**config.mk**
```make
export PLATFORM = sky130hd
export DESIGN_NAME = synth_voice_allocator
export DESIGN_NICKNAME = d
export VERILOG_FILES = /design/src/rtl/core/vac_pkg.sv /design/src/rtl/core/vac_front.sv /design/src/rtl/core/vac_queue.sv /design/src/rtl/core/vac_back.sv /design/src/rtl/core/synth_voice_allocator.sv
export SDC_FILE = /design/constraint.sdc
export NUM_CORES = 2
export LEC_CHECK = 0
export BUFFER_PORTS_ARGS = -buffer_cell sky130_fd_sc_hd__buf_2
export CORE_MARGIN = 4
export CORE_UTILIZATION = 50
export CTS_CLUSTER_DIAMETER = 60
export DETAILED_ROUTE_END_ITERATION = 10
export PLACE_DENSITY = 0.65
export SYNTH_ARGS = -nofsm -noshare
export SYNTH_HDL_FRONTEND = slang
export SYNTH_SLANG_ARGS = --single-unit
```
**constraint.sdc**
```tcl
create_clock -name clk -period 7.2 [get_ports clk]
set_input_delay 0 -clock clk [delete_from_list [all_inputs] [get_ports clk]]
set_output_delay 0 -clock clk [all_outputs]
set_load 0.02 [all_outputs]
```
**src/rtl/core/vac_pkg.sv**
```systemverilog
// Voice allocator package: sizes, codes, item structs and the queued command.
// Used by every module of synth_voice_allocator; depends on nothing.
`default_nettype none
package vac_pkg;

  localparam int VOICES      = 16;
  localparam int SLOT_W      = $clog2(VOICES);
  localparam int COUNT_W     = $clog2(VOICES + 1);
  localparam int AGE_W       = 64;
  localparam int QUEUE_DEPTH = 2;
  localparam int QPTR_W      = $clog2(QUEUE_DEPTH);
  localparam int QCNT_W      = $clog2(QUEUE_DEPTH + 1);

  typedef logic [SLOT_W-1:0]  slot_t;
  typedef logic [COUNT_W-1:0] count_t;
  typedef logic [AGE_W-1:0]   age_t;
  typedef logic [QPTR_W-1:0]  qptr_t;
  typedef logic [QCNT_W-1:0]  qcnt_t;
  typedef logic [VOICES-1:0]  vmask_t;

  localparam age_t AGE_MAX = '1;

  typedef enum logic [1:0] {
    KIND_NOTE_ON  = 2'd0,
    KIND_NOTE_OFF = 2'd1,
    KIND_FINISHED = 2'd2,
    KIND_BEND     = 2'd3
  } kind_t;

  typedef enum logic [1:0] {
    OP_NONE,
    OP_ALLOC,
    OP_RELEASE,
    OP_FINISH
  } op_t;

  typedef enum logic [1:0] {
    B_IDLE,
    B_SCAN,
    B_COMMIT,
    B_RESULT
  } back_state_t;

  typedef struct packed {
    logic [1:0]  kind;
    logic [6:0]  note_number;
    logic [15:0] voice_tag;
    logic [6:0]  velocity_level;
    logic [3:0]  finished_slot;
  } event_t;

  typedef struct packed {
    logic        allocated;
    logic [3:0]  slot;
    logic        stolen;
    logic [15:0] release_mask;
    logic [4:0]  active_count;
  } result_t;

  typedef struct packed {
    op_t         op;
    logic [6:0]  note;
    logic [15:0] tag;
    slot_t       fin_slot;
  } cmd_t;

  typedef struct packed {
    logic full;
    logic empty;
  } queue_status_t;

endpackage
`default_nettype wire

```
**src/rtl/core/vac_front.sv**
```systemverilog
// Front end: takes event items and turns them into queued commands.
// Depends on vac_pkg.
`default_nettype none
module vac_front (
  input  wire logic                   event_valid,
  output logic                        event_stall,
  input  wire vac_pkg::event_t        event_item,
  input  wire vac_pkg::queue_status_t qstat,
  output logic                        push,
  output vac_pkg::cmd_t               cmd
);

  always_comb begin
    cmd.note     = event_item.note_number;
    cmd.tag      = event_item.voice_tag;
    cmd.fin_slot = vac_pkg::slot_t'(event_item.finished_slot);
    case (event_item.kind)
      vac_pkg::KIND_NOTE_ON: begin
        cmd.op = (event_item.velocity_level != 7'd0) ? vac_pkg::OP_ALLOC : vac_pkg::OP_NONE;
      end
      vac_pkg::KIND_NOTE_OFF: begin
        cmd.op = vac_pkg::OP_RELEASE;
      end
      vac_pkg::KIND_FINISHED: begin
        cmd.op = (int'(event_item.finished_slot) < vac_pkg::VOICES) ?
                 vac_pkg::OP_FINISH : vac_pkg::OP_NONE;
      end
      default: begin
        cmd.op = vac_pkg::OP_NONE;
      end
    endcase
  end

  assign event_stall = qstat.full;
  assign push        = event_valid && !qstat.full;

endmodule
`default_nettype wire

```
**src/rtl/core/vac_queue.sv**
```systemverilog
// Short command queue between front end and slot engine.
// Depends on vac_pkg.
`default_nettype none
module vac_queue (
  input  wire logic          clk,
  input  wire logic          rst,
  input  wire logic          push,
  input  wire vac_pkg::cmd_t cmd_in,
  input  wire logic          pop,
  output vac_pkg::cmd_t      head,
  output vac_pkg::queue_status_t qstat
);

  vac_pkg::cmd_t  store [vac_pkg::QUEUE_DEPTH];
  vac_pkg::qptr_t wr_ptr;
  vac_pkg::qptr_t rd_ptr;
  vac_pkg::qcnt_t count;

  function automatic vac_pkg::qptr_t bump(input vac_pkg::qptr_t p);
    vac_pkg::qptr_t r;
    if (p == vac_pkg::qptr_t'(vac_pkg::QUEUE_DEPTH - 1)) begin
      r = '0;
    end else begin
      r = p + vac_pkg::qptr_t'(1);
    end
    return r;
  endfunction

  always_ff @(posedge clk) begin
    if (rst) begin
      wr_ptr <= '0;
      rd_ptr <= '0;
      count  <= '0;
    end else begin
      if (push) begin
        wr_ptr <= bump(wr_ptr);
      end
      if (pop) begin
        rd_ptr <= bump(rd_ptr);
      end
      if (push && !pop) begin
        count <= count + vac_pkg::qcnt_t'(1);
      end else if (pop && !push) begin
        count <= count - vac_pkg::qcnt_t'(1);
      end
    end
  end

  always_ff @(posedge clk) begin
    if (push) begin
      store[wr_ptr] <= cmd_in;
    end
  end

  assign head        = store[rd_ptr];
  assign qstat.full  = (count == vac_pkg::qcnt_t'(vac_pkg::QUEUE_DEPTH));
  assign qstat.empty = (count == '0);

endmodule
`default_nettype wire

```
**src/rtl/core/vac_back.sv**
```systemverilog
// Slot engine: keeps per-slot state, scans slots for note-on and note-off,
// and holds the result register. Depends on vac_pkg.
`default_nettype none
module vac_back (
  input  wire logic                   clk,
  input  wire logic                   rst,
  input  wire vac_pkg::queue_status_t qstat,
  input  wire vac_pkg::cmd_t          head,
  output logic                        pop,
  output logic                        result_valid,
  input  wire logic                   result_stall,
  output vac_pkg::result_t            result_item
);

  vac_pkg::back_state_t state, state_next;

  vac_pkg::cmd_t   cur;
  vac_pkg::slot_t  idx;
  vac_pkg::vmask_t active;
  vac_pkg::vmask_t held;
  vac_pkg::vmask_t rel_mask;
  logic [6:0]      note_mem [vac_pkg::VOICES];
  logic [15:0]     tag_mem  [vac_pkg::VOICES];
  vac_pkg::age_t   age_mem  [vac_pkg::VOICES];
  vac_pkg::age_t   age_counter;
  vac_pkg::age_t   best_age;
  vac_pkg::slot_t  best_slot;
  vac_pkg::slot_t  free_slot;
  logic            found_free;
  vac_pkg::count_t active_count;
  logic            res_alloc;
  logic            res_stolen;
  vac_pkg::slot_t  res_slot;

  logic           out_free;
  logic           last;
  logic           scan;
  logic           commit;
  logic           load;
  logic           rel_hit;
  vac_pkg::slot_t chosen;

  assign out_free = !result_valid || !result_stall;
  assign last     = (idx == vac_pkg::slot_t'(vac_pkg::VOICES - 1));
  assign chosen   = found_free ? free_slot : best_slot;
  assign rel_hit  = active[idx] && held[idx] &&
                    (tag_mem[idx] == cur.tag || note_mem[idx] == cur.note);

  always_comb begin
    state_next = state;
    case (state)
      vac_pkg::B_IDLE: begin
        if (!qstat.empty) begin
          if (head.op == vac_pkg::OP_ALLOC || head.op == vac_pkg::OP_RELEASE) begin
            state_next = vac_pkg::B_SCAN;
          end else begin
            state_next = vac_pkg::B_RESULT;
          end
        end
      end
      vac_pkg::B_SCAN: begin
        if (last) begin
          state_next = (cur.op == vac_pkg::OP_ALLOC) ? vac_pkg::B_COMMIT : vac_pkg::B_RESULT;
        end
      end
      vac_pkg::B_COMMIT: begin
        state_next = vac_pkg::B_RESULT;
      end
      vac_pkg::B_RESULT: begin
        if (out_free) begin
          state_next = vac_pkg::B_IDLE;
        end
      end
      default: begin
        state_next = vac_pkg::B_IDLE;
      end
    endcase
  end

  always_comb begin
    pop    = 1'b0;
    scan   = 1'b0;
    commit = 1'b0;
    load   = 1'b0;
    case (state)
      vac_pkg::B_IDLE:   pop    = !qstat.empty;
      vac_pkg::B_SCAN:   scan   = 1'b1;
      vac_pkg::B_COMMIT: commit = 1'b1;
      vac_pkg::B_RESULT: load   = out_free;
      default: begin
      end
    endcase
  end

  // control and reset-defined state
  always_ff @(posedge clk) begin
    if (rst) begin
      state        <= vac_pkg::B_IDLE;
      active       <= '0;
      held         <= '0;
      age_counter  <= '0;
      active_count <= '0;
      result_valid <= 1'b0;
      for (int i = 0; i < vac_pkg::VOICES; i++) begin
        age_mem[i] <= '0;
      end
    end else begin
      state <= state_next;
      if (pop && head.op == vac_pkg::OP_FINISH && active[head.fin_slot]) begin
        active[head.fin_slot] <= 1'b0;
        active_count          <= active_count - vac_pkg::count_t'(1);
      end
      if (scan && cur.op == vac_pkg::OP_RELEASE && rel_hit) begin
        held[idx] <= 1'b0;
      end
      if (commit) begin
        active[chosen]  <= 1'b1;
        held[chosen]    <= 1'b1;
        age_mem[chosen] <= age_counter + vac_pkg::age_t'(1);
        age_counter     <= age_counter + vac_pkg::age_t'(1);
        if (found_free) begin
          active_count <= active_count + vac_pkg::count_t'(1);
        end
      end
      if (load) begin
        result_valid <= 1'b1;
      end else if (!result_stall) begin
        result_valid <= 1'b0;
      end
    end
  end

  // payload
  always_ff @(posedge clk) begin
    if (pop) begin
      cur        <= head;
      idx        <= '0;
      found_free <= 1'b0;
      free_slot  <= '0;
      best_age   <= vac_pkg::AGE_MAX;
      best_slot  <= '0;
      rel_mask   <= '0;
      res_alloc  <= 1'b0;
      res_stolen <= 1'b0;
      res_slot   <= '0;
    end
    if (scan) begin
      idx <= idx + vac_pkg::slot_t'(1);
      if (cur.op == vac_pkg::OP_ALLOC) begin
        if (!found_free && !active[idx]) begin
          found_free <= 1'b1;
          free_slot  <= idx;
        end
        if (age_mem[idx] < best_age) begin
          best_age  <= age_mem[idx];
          best_slot <= idx;
        end
      end else if (rel_hit) begin
        rel_mask[idx] <= 1'b1;
      end
    end
    if (commit) begin
      note_mem[chosen] <= cur.note;
      tag_mem[chosen]  <= cur.tag;
      res_alloc        <= 1'b1;
      res_stolen       <= !found_free;
      res_slot         <= chosen;
    end
    if (load) begin
      result_item.allocated    <= res_alloc;
      result_item.slot         <= 4'(res_slot);
      result_item.stolen       <= res_stolen;
      result_item.release_mask <= 16'(rel_mask);
      result_item.active_count <= 5'(active_count);
    end
  end

endmodule
`default_nettype wire

```
**src/rtl/core/synth_voice_allocator.sv**
```systemverilog
// Top level of the polyphonic voice allocator with oldest-voice stealing.
// Depends on vac_pkg, vac_front, vac_queue and vac_back.
//
//   channel  valid         stall         item
//   input    event_valid   event_stall   event_item  (vac_pkg::event_t)
//   output   result_valid  result_stall  result_item (vac_pkg::result_t)
//
// Note-on and note-off run the one-slot-a-cycle scan with its single 64-bit age
// compare, and note-on then commits its slot; other items go straight to the result.
// A two-entry command queue takes items while the engine scans or waits.
// rst is synchronous; all slots come out inactive, ages and counter zero.
// A stalled result holds; the engine waits with its finished item until taken.
`default_nettype none
module synth_voice_allocator (
  input  wire logic             clk,
  input  wire logic             rst,
  input  wire logic             event_valid,
  output logic                  event_stall,
  input  wire vac_pkg::event_t  event_item,
  output logic                  result_valid,
  input  wire logic             result_stall,
  output vac_pkg::result_t      result_item
);

  vac_pkg::queue_status_t qstat;
  vac_pkg::cmd_t          cmd;
  vac_pkg::cmd_t          head;
  logic                   push;
  logic                   pop;

  vac_front u_front (
    .event_valid (event_valid),
    .event_stall (event_stall),
    .event_item  (event_item),
    .qstat       (qstat),
    .push        (push),
    .cmd         (cmd)
  );

  vac_queue u_queue (
    .clk    (clk),
    .rst    (rst),
    .push   (push),
    .cmd_in (cmd),
    .pop    (pop),
    .head   (head),
    .qstat  (qstat)
  );

  vac_back u_back (
    .clk          (clk),
    .rst          (rst),
    .qstat        (qstat),
    .head         (head),
    .pop          (pop),
    .result_valid (result_valid),
    .result_stall (result_stall),
    .result_item  (result_item)
  );

endmodule
`default_nettype wire

```
## Yosys cells after proc, flatten, opt, wreduce, memory -nomap -nowiden

Memories as Yosys holds them, arrays and structs flattened. A register that Yosys moved wholly into a read port is not among the register bits.
Index checks and enable logic that the tools add are counted.

| storage, ports and cells | value |
|---|---|
| register bits | 259 |
| memory bits (writable) | 1450 |
| input bits | 40 |
| output and inout bits | 29 |
| word-level logic and storage cells | 184 |
| memories | 4 |

| cells by class | value |
|---|---|
| add/sub/neg operators | 8 |
| magnitude comparators | 7 |
| equal/unequal tests | 18 |
| mux-type cells | 81 |
| bitwise logic cells | 7 |
| reductions and logical operators | 33 |

Memories:

| name | depth | bits a word | read ports | clocked after memory_dff | wr ports | line | text |
|---|---|---|---|---|---|---|---|
| u_back.age_mem | 16 | 64 | 1 | 1 | 16 | vac_back.sv:24 | `vac_pkg::age_t age_mem [vac_pkg::VOICES];` |
| u_back.tag_mem | 16 | 16 | 1 | 1 | 1 | vac_back.sv:23 | `logic [15:0] tag_mem [vac_pkg::VOICES];` |
| u_back.note_mem | 16 | 7 | 1 | 1 | 1 | vac_back.sv:22 | `logic [6:0] note_mem [vac_pkg::VOICES];` |
| u_queue.store | 2 | 29 | 1 | 1 | 1 | vac_queue.sv:14 | `vac_pkg::cmd_t store [vac_pkg::QUEUE_DEPTH];` |

Operators with widths:

| cell | count |
|---|---|
| $mux 64 | 5 |
| $mux 16 | 10 |
| $add 64x1->64 const B | 1 |
| $lt 64x64->1 | 1 |
| $mux 4 | 16 |
| $reduce_or 64->1 | 1 |
| $or 16x16->16 | 3 |
| $mux 1 | 33 |
| $and 16x16->16 | 2 |
| $not 16->16 | 2 |
| $eq 16x16->1 | 1 |
| $lt 4x5->1 const B | 3 |
| $mux 5 | 3 |
| $eq 2x2->1 const B | 7 |
| $logic_and 1x1->1 | 13 |
| $bmux 1 s4 | 3 |
| $demux 1 s4 | 3 |
| $ge 4x1->1 const B | 3 |
| $mux 2 | 6 |
| $eq 2x1->1 const B | 4 |
| $logic_not 1->1 | 8 |
| $pmux 2 s4 | 1 |
| $eq 7x7->1 | 1 |
| $reduce_bool 7->1 | 1 |
| other kinds (14) | 23 |

## Depth between registers and ports, before layout

| logic depth | value |
|---|---|
| depth in word-level cells | 10 |
| gate-level depth with buffers | 21 |

## By module

A second synthesis with hierarchy kept.

| unflattened totals | value |
|---|---|
| cell total of the unflattened synthesis | 5037 |
| area, all modules | 74227.4 um^2 |

Modules (own cells, without submodules):

| module | times used | cells an instance | area an instance (um^2) | seq. area each (um^2) |
|---|---|---|---|---|
| vac_back | 1 | 4888 | 71655.0 | 47595.6 |
| vac_queue | 1 | 112 | 2297.2 | 1841.8 |
| vac_front | 1 | 37 | 275.3 | 0.0 |

## Least setup slack after synthesis

No wires, ideal clock.

| path | value |
|---|---|
| path type | register -> register |
| start point | reg u_back.state[0] |
| end point | mem u_back.age_mem[10][0] in the netlist's numbering, enable pin |
| arrival time | 6.120 ns |
| required time | 6.625 ns |
| slack | 0.505 ns |
| cell stages (with the launch flop) | 8 |
| buffers on the path | 3 |
| cells stage by stage | dfxtp_1 > inv_1 > ha_1 > clkbuf_1 > clkbuf_1 > buf_1 > nand2_1 > o21ai_0 |

RTL lines:

| element | line | text |
|---|---|---|
| start: declaration | vac_back.sv:15 | `vac_pkg::back_state_t state, state_next;` |
| start signal: assignment | vac_back.sv:98 | `state <= vac_pkg::B_IDLE;` |
| start signal: assignment | vac_back.sv:108 | `state <= state_next;` |
| end: declaration | vac_back.sv:24 |  |

==> qor.yml <==
layout:
  area_growth_syn_to_layout_pct: 12.9
  most-common-layout-cells: "sky130_fd_sc_hd__edfxtp_1 (1511), sky130_fd_sc_hd__nor2_1 (1163), sky130_fd_sc_hd__mux4_2 (422)"
  layout-drive-gt1-share: 0.199
  layout_commonest_cell: "sky130_fd_sc_hd__edfxtp_1"
  number_of_diodes_added_for_antenna_fixing: 0
  fin_nets: 5159
power_and_ir_drop:
  sequential_fraction_of_design_power: 0.429
  power_mw: 29.7
  combPwrFrac: 0.254
  p_int_mw: 20.8
  power.share.clock: 0.318
  total_leakage_power_nw: 27.7
  power.density_cell_area_nw_per_um2: 357
  vdd.ir_drop.worst_mv: 0.282
  total_switching_power_mw: 8.91
  netSwitchingFraction: 0.300
routing:
  postRouteAntennaNets: 0
  routed-via-count: 44200
  routed_via_density: 6.22
  routed_wire_length_per_instance_um: 28.6
  detailedRoute.firstPassIterationCount: 5
  wl_um: 203000
  drt-initial-drc-count: 5629
  remaining_drc_errors: 0
setup_path:
  critical_path.endpoint_type: "flip-flop"
  worstRegToRegCells: 13
  critPathLaunchType: "flip-flop"
  crit_arrival_ns: 6.41
  timing.reg2reg.setup_slack_ns: 1.44
  critical_path_start_end_classification: "flip-flop to flip-flop"
  regToRegEndpoint: "u_back.best_age[14]$_DFF_P_"
  worst-path-max-fanout: 62
  worst_ep_required_time_ns: 7.85
clock_tree:
  ctsHtreeMaxLevel: 4
  cts.hold.buffers_added: 57
  cts-root-buf: "sky130_fd_sc_hd__clkbuf_16"
  post-cts-setup-buffers: 0
  clock_sink_count: 1714
  cts_tree: "done"
  post_cts_resized: 0
  cts_buffer_count: 179
  clock_latency_ns: 0.80
  clk_transition_reported_paths_ns: 0.06
  clockBufferDepth: 3
sta:
  timing.hold.ws_ns: 0.0563
  final_hold_viol_count: 0
  finalSetupTns_ns: 0
  worst_clock_skew_ns: 0.0207
  maxSlewHeadroom: 0.0886
  max_freq_mhz: 174
  crit_share_post_route: 0.800
  setup_viol: 0
  setup_slack_ns: 1.44
  slew_viol_final: 0
  period_minus_ws_final_ns: 5.76
  tightestPinTransition_ns: 1.36
  rsz0062_at_grt: "false"
synth:
  synth.net_count: 5092
  postSynth.topFlopCell: "sky130_fd_sc_hd__edfxtp_1"
  synth_area_per_cell_um2: 14.8
  synth_cell_type_count: 73
  synth_area_um2: 73900
  part_of_the_yosys_area_used_for_sequential_elements: 0.669
  synth_cells: 4975
  synthArstFlopShare: 0
  synth-warning-count: 0
  synth.ff_latch_count: 1714
  synth_enable_flop_cells: 1511
floorplanning:
  die_w_um: 392
  die_area_um2: 154000
  std_cell_rows: 140
  chipHeight_um: 392
  coreArea_um2: 146000
  boundaryPins: 69
  starting_density_of_the_core: 0.505
placement:
  io_buffers: 68
  post-dp-hpwl_um: 108000
  preCtsSetupSlack_ns: 1.50
  place_congestion: 0.834
min_path:
  min_path_type: "primary input to flip-flop"
  min-delay-start: "event_item[1]"
  holdPathStages: 2
  hold_end: "u_queue.store[0][1]$_DFFE_PP_"
grt:
  grt_usage: 0.267
  grt_remaining_overflow: 0
  antenna_found_initial: 5
  first_pass_grt_wire_length_um: 298000
  grt_pass1_vias: 44500
  grt_max_degree: 104
flow_run:
  maxCapViolations: 0
status:
  status: "finished clean"
per-layer routing:
metal / share of wire / vias to the layer above / GRT usage / routed length (um)
li1: - / 18800 / - / -
met1: 0.39 / 22700 / 0.370 / 79300
met2: 0.49 / 2296 / 0.435 / 98600
met3: 0.097 / 374 / 0.0507 / 19600
met4: 0.027 / 2 / 0.0764 / 5550
met5: 0.000064 / - / 0 / 13
metrics by stage:
stage          utilization  cell area (um2)  std cells
2_1_floorplan            -            73900       4975
3_3_place_gp         0.525            76800       6721
3_5_place_dp         0.525            76800       6721
4_1_cts              0.570            83400       7106
5_1_grt              0.570            83400       7106
6_report             0.570            83400       7106
power groups by stage:
stage | logic, mW | registers, mW | clock network [mW]
2_1_floorplan | 5.51 | 12.5 | 0
3_3_place_gp | 7.43 | 12.9 | 0
3_5_place_dp | 7.50 | 12.9 | 0
4_1_cts | 7.56 | 12.7 | 9.54
5_1_grt | 8.06 | 12.8 | 10.0
6_report | 7.54 | 12.7 | 9.45
synth_stat cells (all sizes together), types with 57 or more instances:
cell type  instances  share of area
or4               58         0.0059
o21ai             57         0.0039
inv              100         0.0051
buf              130         0.0089
clkbuf           256          0.013
edfxtp          1511           0.61
nand2            159         0.0081
xor2              84          0.010
dfxtp            203          0.055
mux4             422           0.13
ha                77          0.013
nor2            1193          0.061
or3               69         0.0058
xnor2             80         0.0095
nand3            115         0.0079
logic make-up (layout without fill, tap and decap cells):
| family | count (synthesis) | in the layout | synth area share |
|---|---|---|---|
| fa+ha+maj | 77 | 77 | 0.0130 |
| xor+xnor | 164 | 164 | 0.0194 |
| mux | 500 | 500 | 0.140 |
| flops | 1714 | 1714 | 0.669 |
| compound gates | 283 | 283 | 0.0289 |
| buf+inv | 486 | 700 | 0.0269 |
| simple gates | 1751 | 1751 | 0.103 |
registers in the layout (all words and copies together), names as in the netlist, 16 cells and up, named ones only:
signal	flops
u_back.note_mem	112
u_back.active	16
u_back.age_counter	64
u_back.rel_mask	16
u_back.tag_mem	256
u_back.cur	25
u_back.held	16
u_back.age_mem	1024
u_back.result_item	27
u_back.best_age	64
u_queue.store	58
critical path: stages (launching register included):
cell and delay [ns]:
sky130_fd_sc_hd__dfxtp_4 1.07, sky130_fd_sc_hd__buf_4 0.54, sky130_fd_sc_hd__mux4_2 0.37, sky130_fd_sc_hd__mux4_2 0.54, sky130_fd_sc_hd__ha_1 0.32, sky130_fd_sc_hd__a21o_1 0.19, sky130_fd_sc_hd__a21oi_1 0.15, sky130_fd_sc_hd__o211ai_1 0.11
sky130_fd_sc_hd__a211oi_1 0.50, sky130_fd_sc_hd__o32a_1 0.28, sky130_fd_sc_hd__nand4_1 0.16, sky130_fd_sc_hd__buf_4 0.31, sky130_fd_sc_hd__o21a_1 0.47, sky130_fd_sc_hd__a2111oi_0 0.54
worst max-delay path by stage:
stage                                             from                                   to  slack, ns  depth (start not counted)
final                                        flip-flop          u_back.best_age[14]$_DFF_P_       1.44                         13
after global routing                         flip-flop          u_back.best_age[14]$_DFF_P_       1.22                         13
after CTS                                    flip-flop          u_back.best_age[14]$_DFF_P_       1.50                         13
after detailed placement                     flip-flop          u_back.best_age[14]$_DFF_P_       1.50                         13
after global placement                       flip-flop           u_back.best_age[3]$_DFF_P_       1.58                         14
after floorplan           u_back.state[0]$_SDFFE_PP0P_  u_back.age_mem[10][0]$_SDFFCE_PN0P_       0.51                          7
final cells by class:
type	count	area, um2
multi-input cells	2775	22900
inverters	100	375
clock buffers	240	5040
clock inverters	88	977
repair buffers	272	2230
fillers	11200	62900
well taps	1917	2400
flip-flops and latches	1714	49500
(Power assumes the default switching activity.)
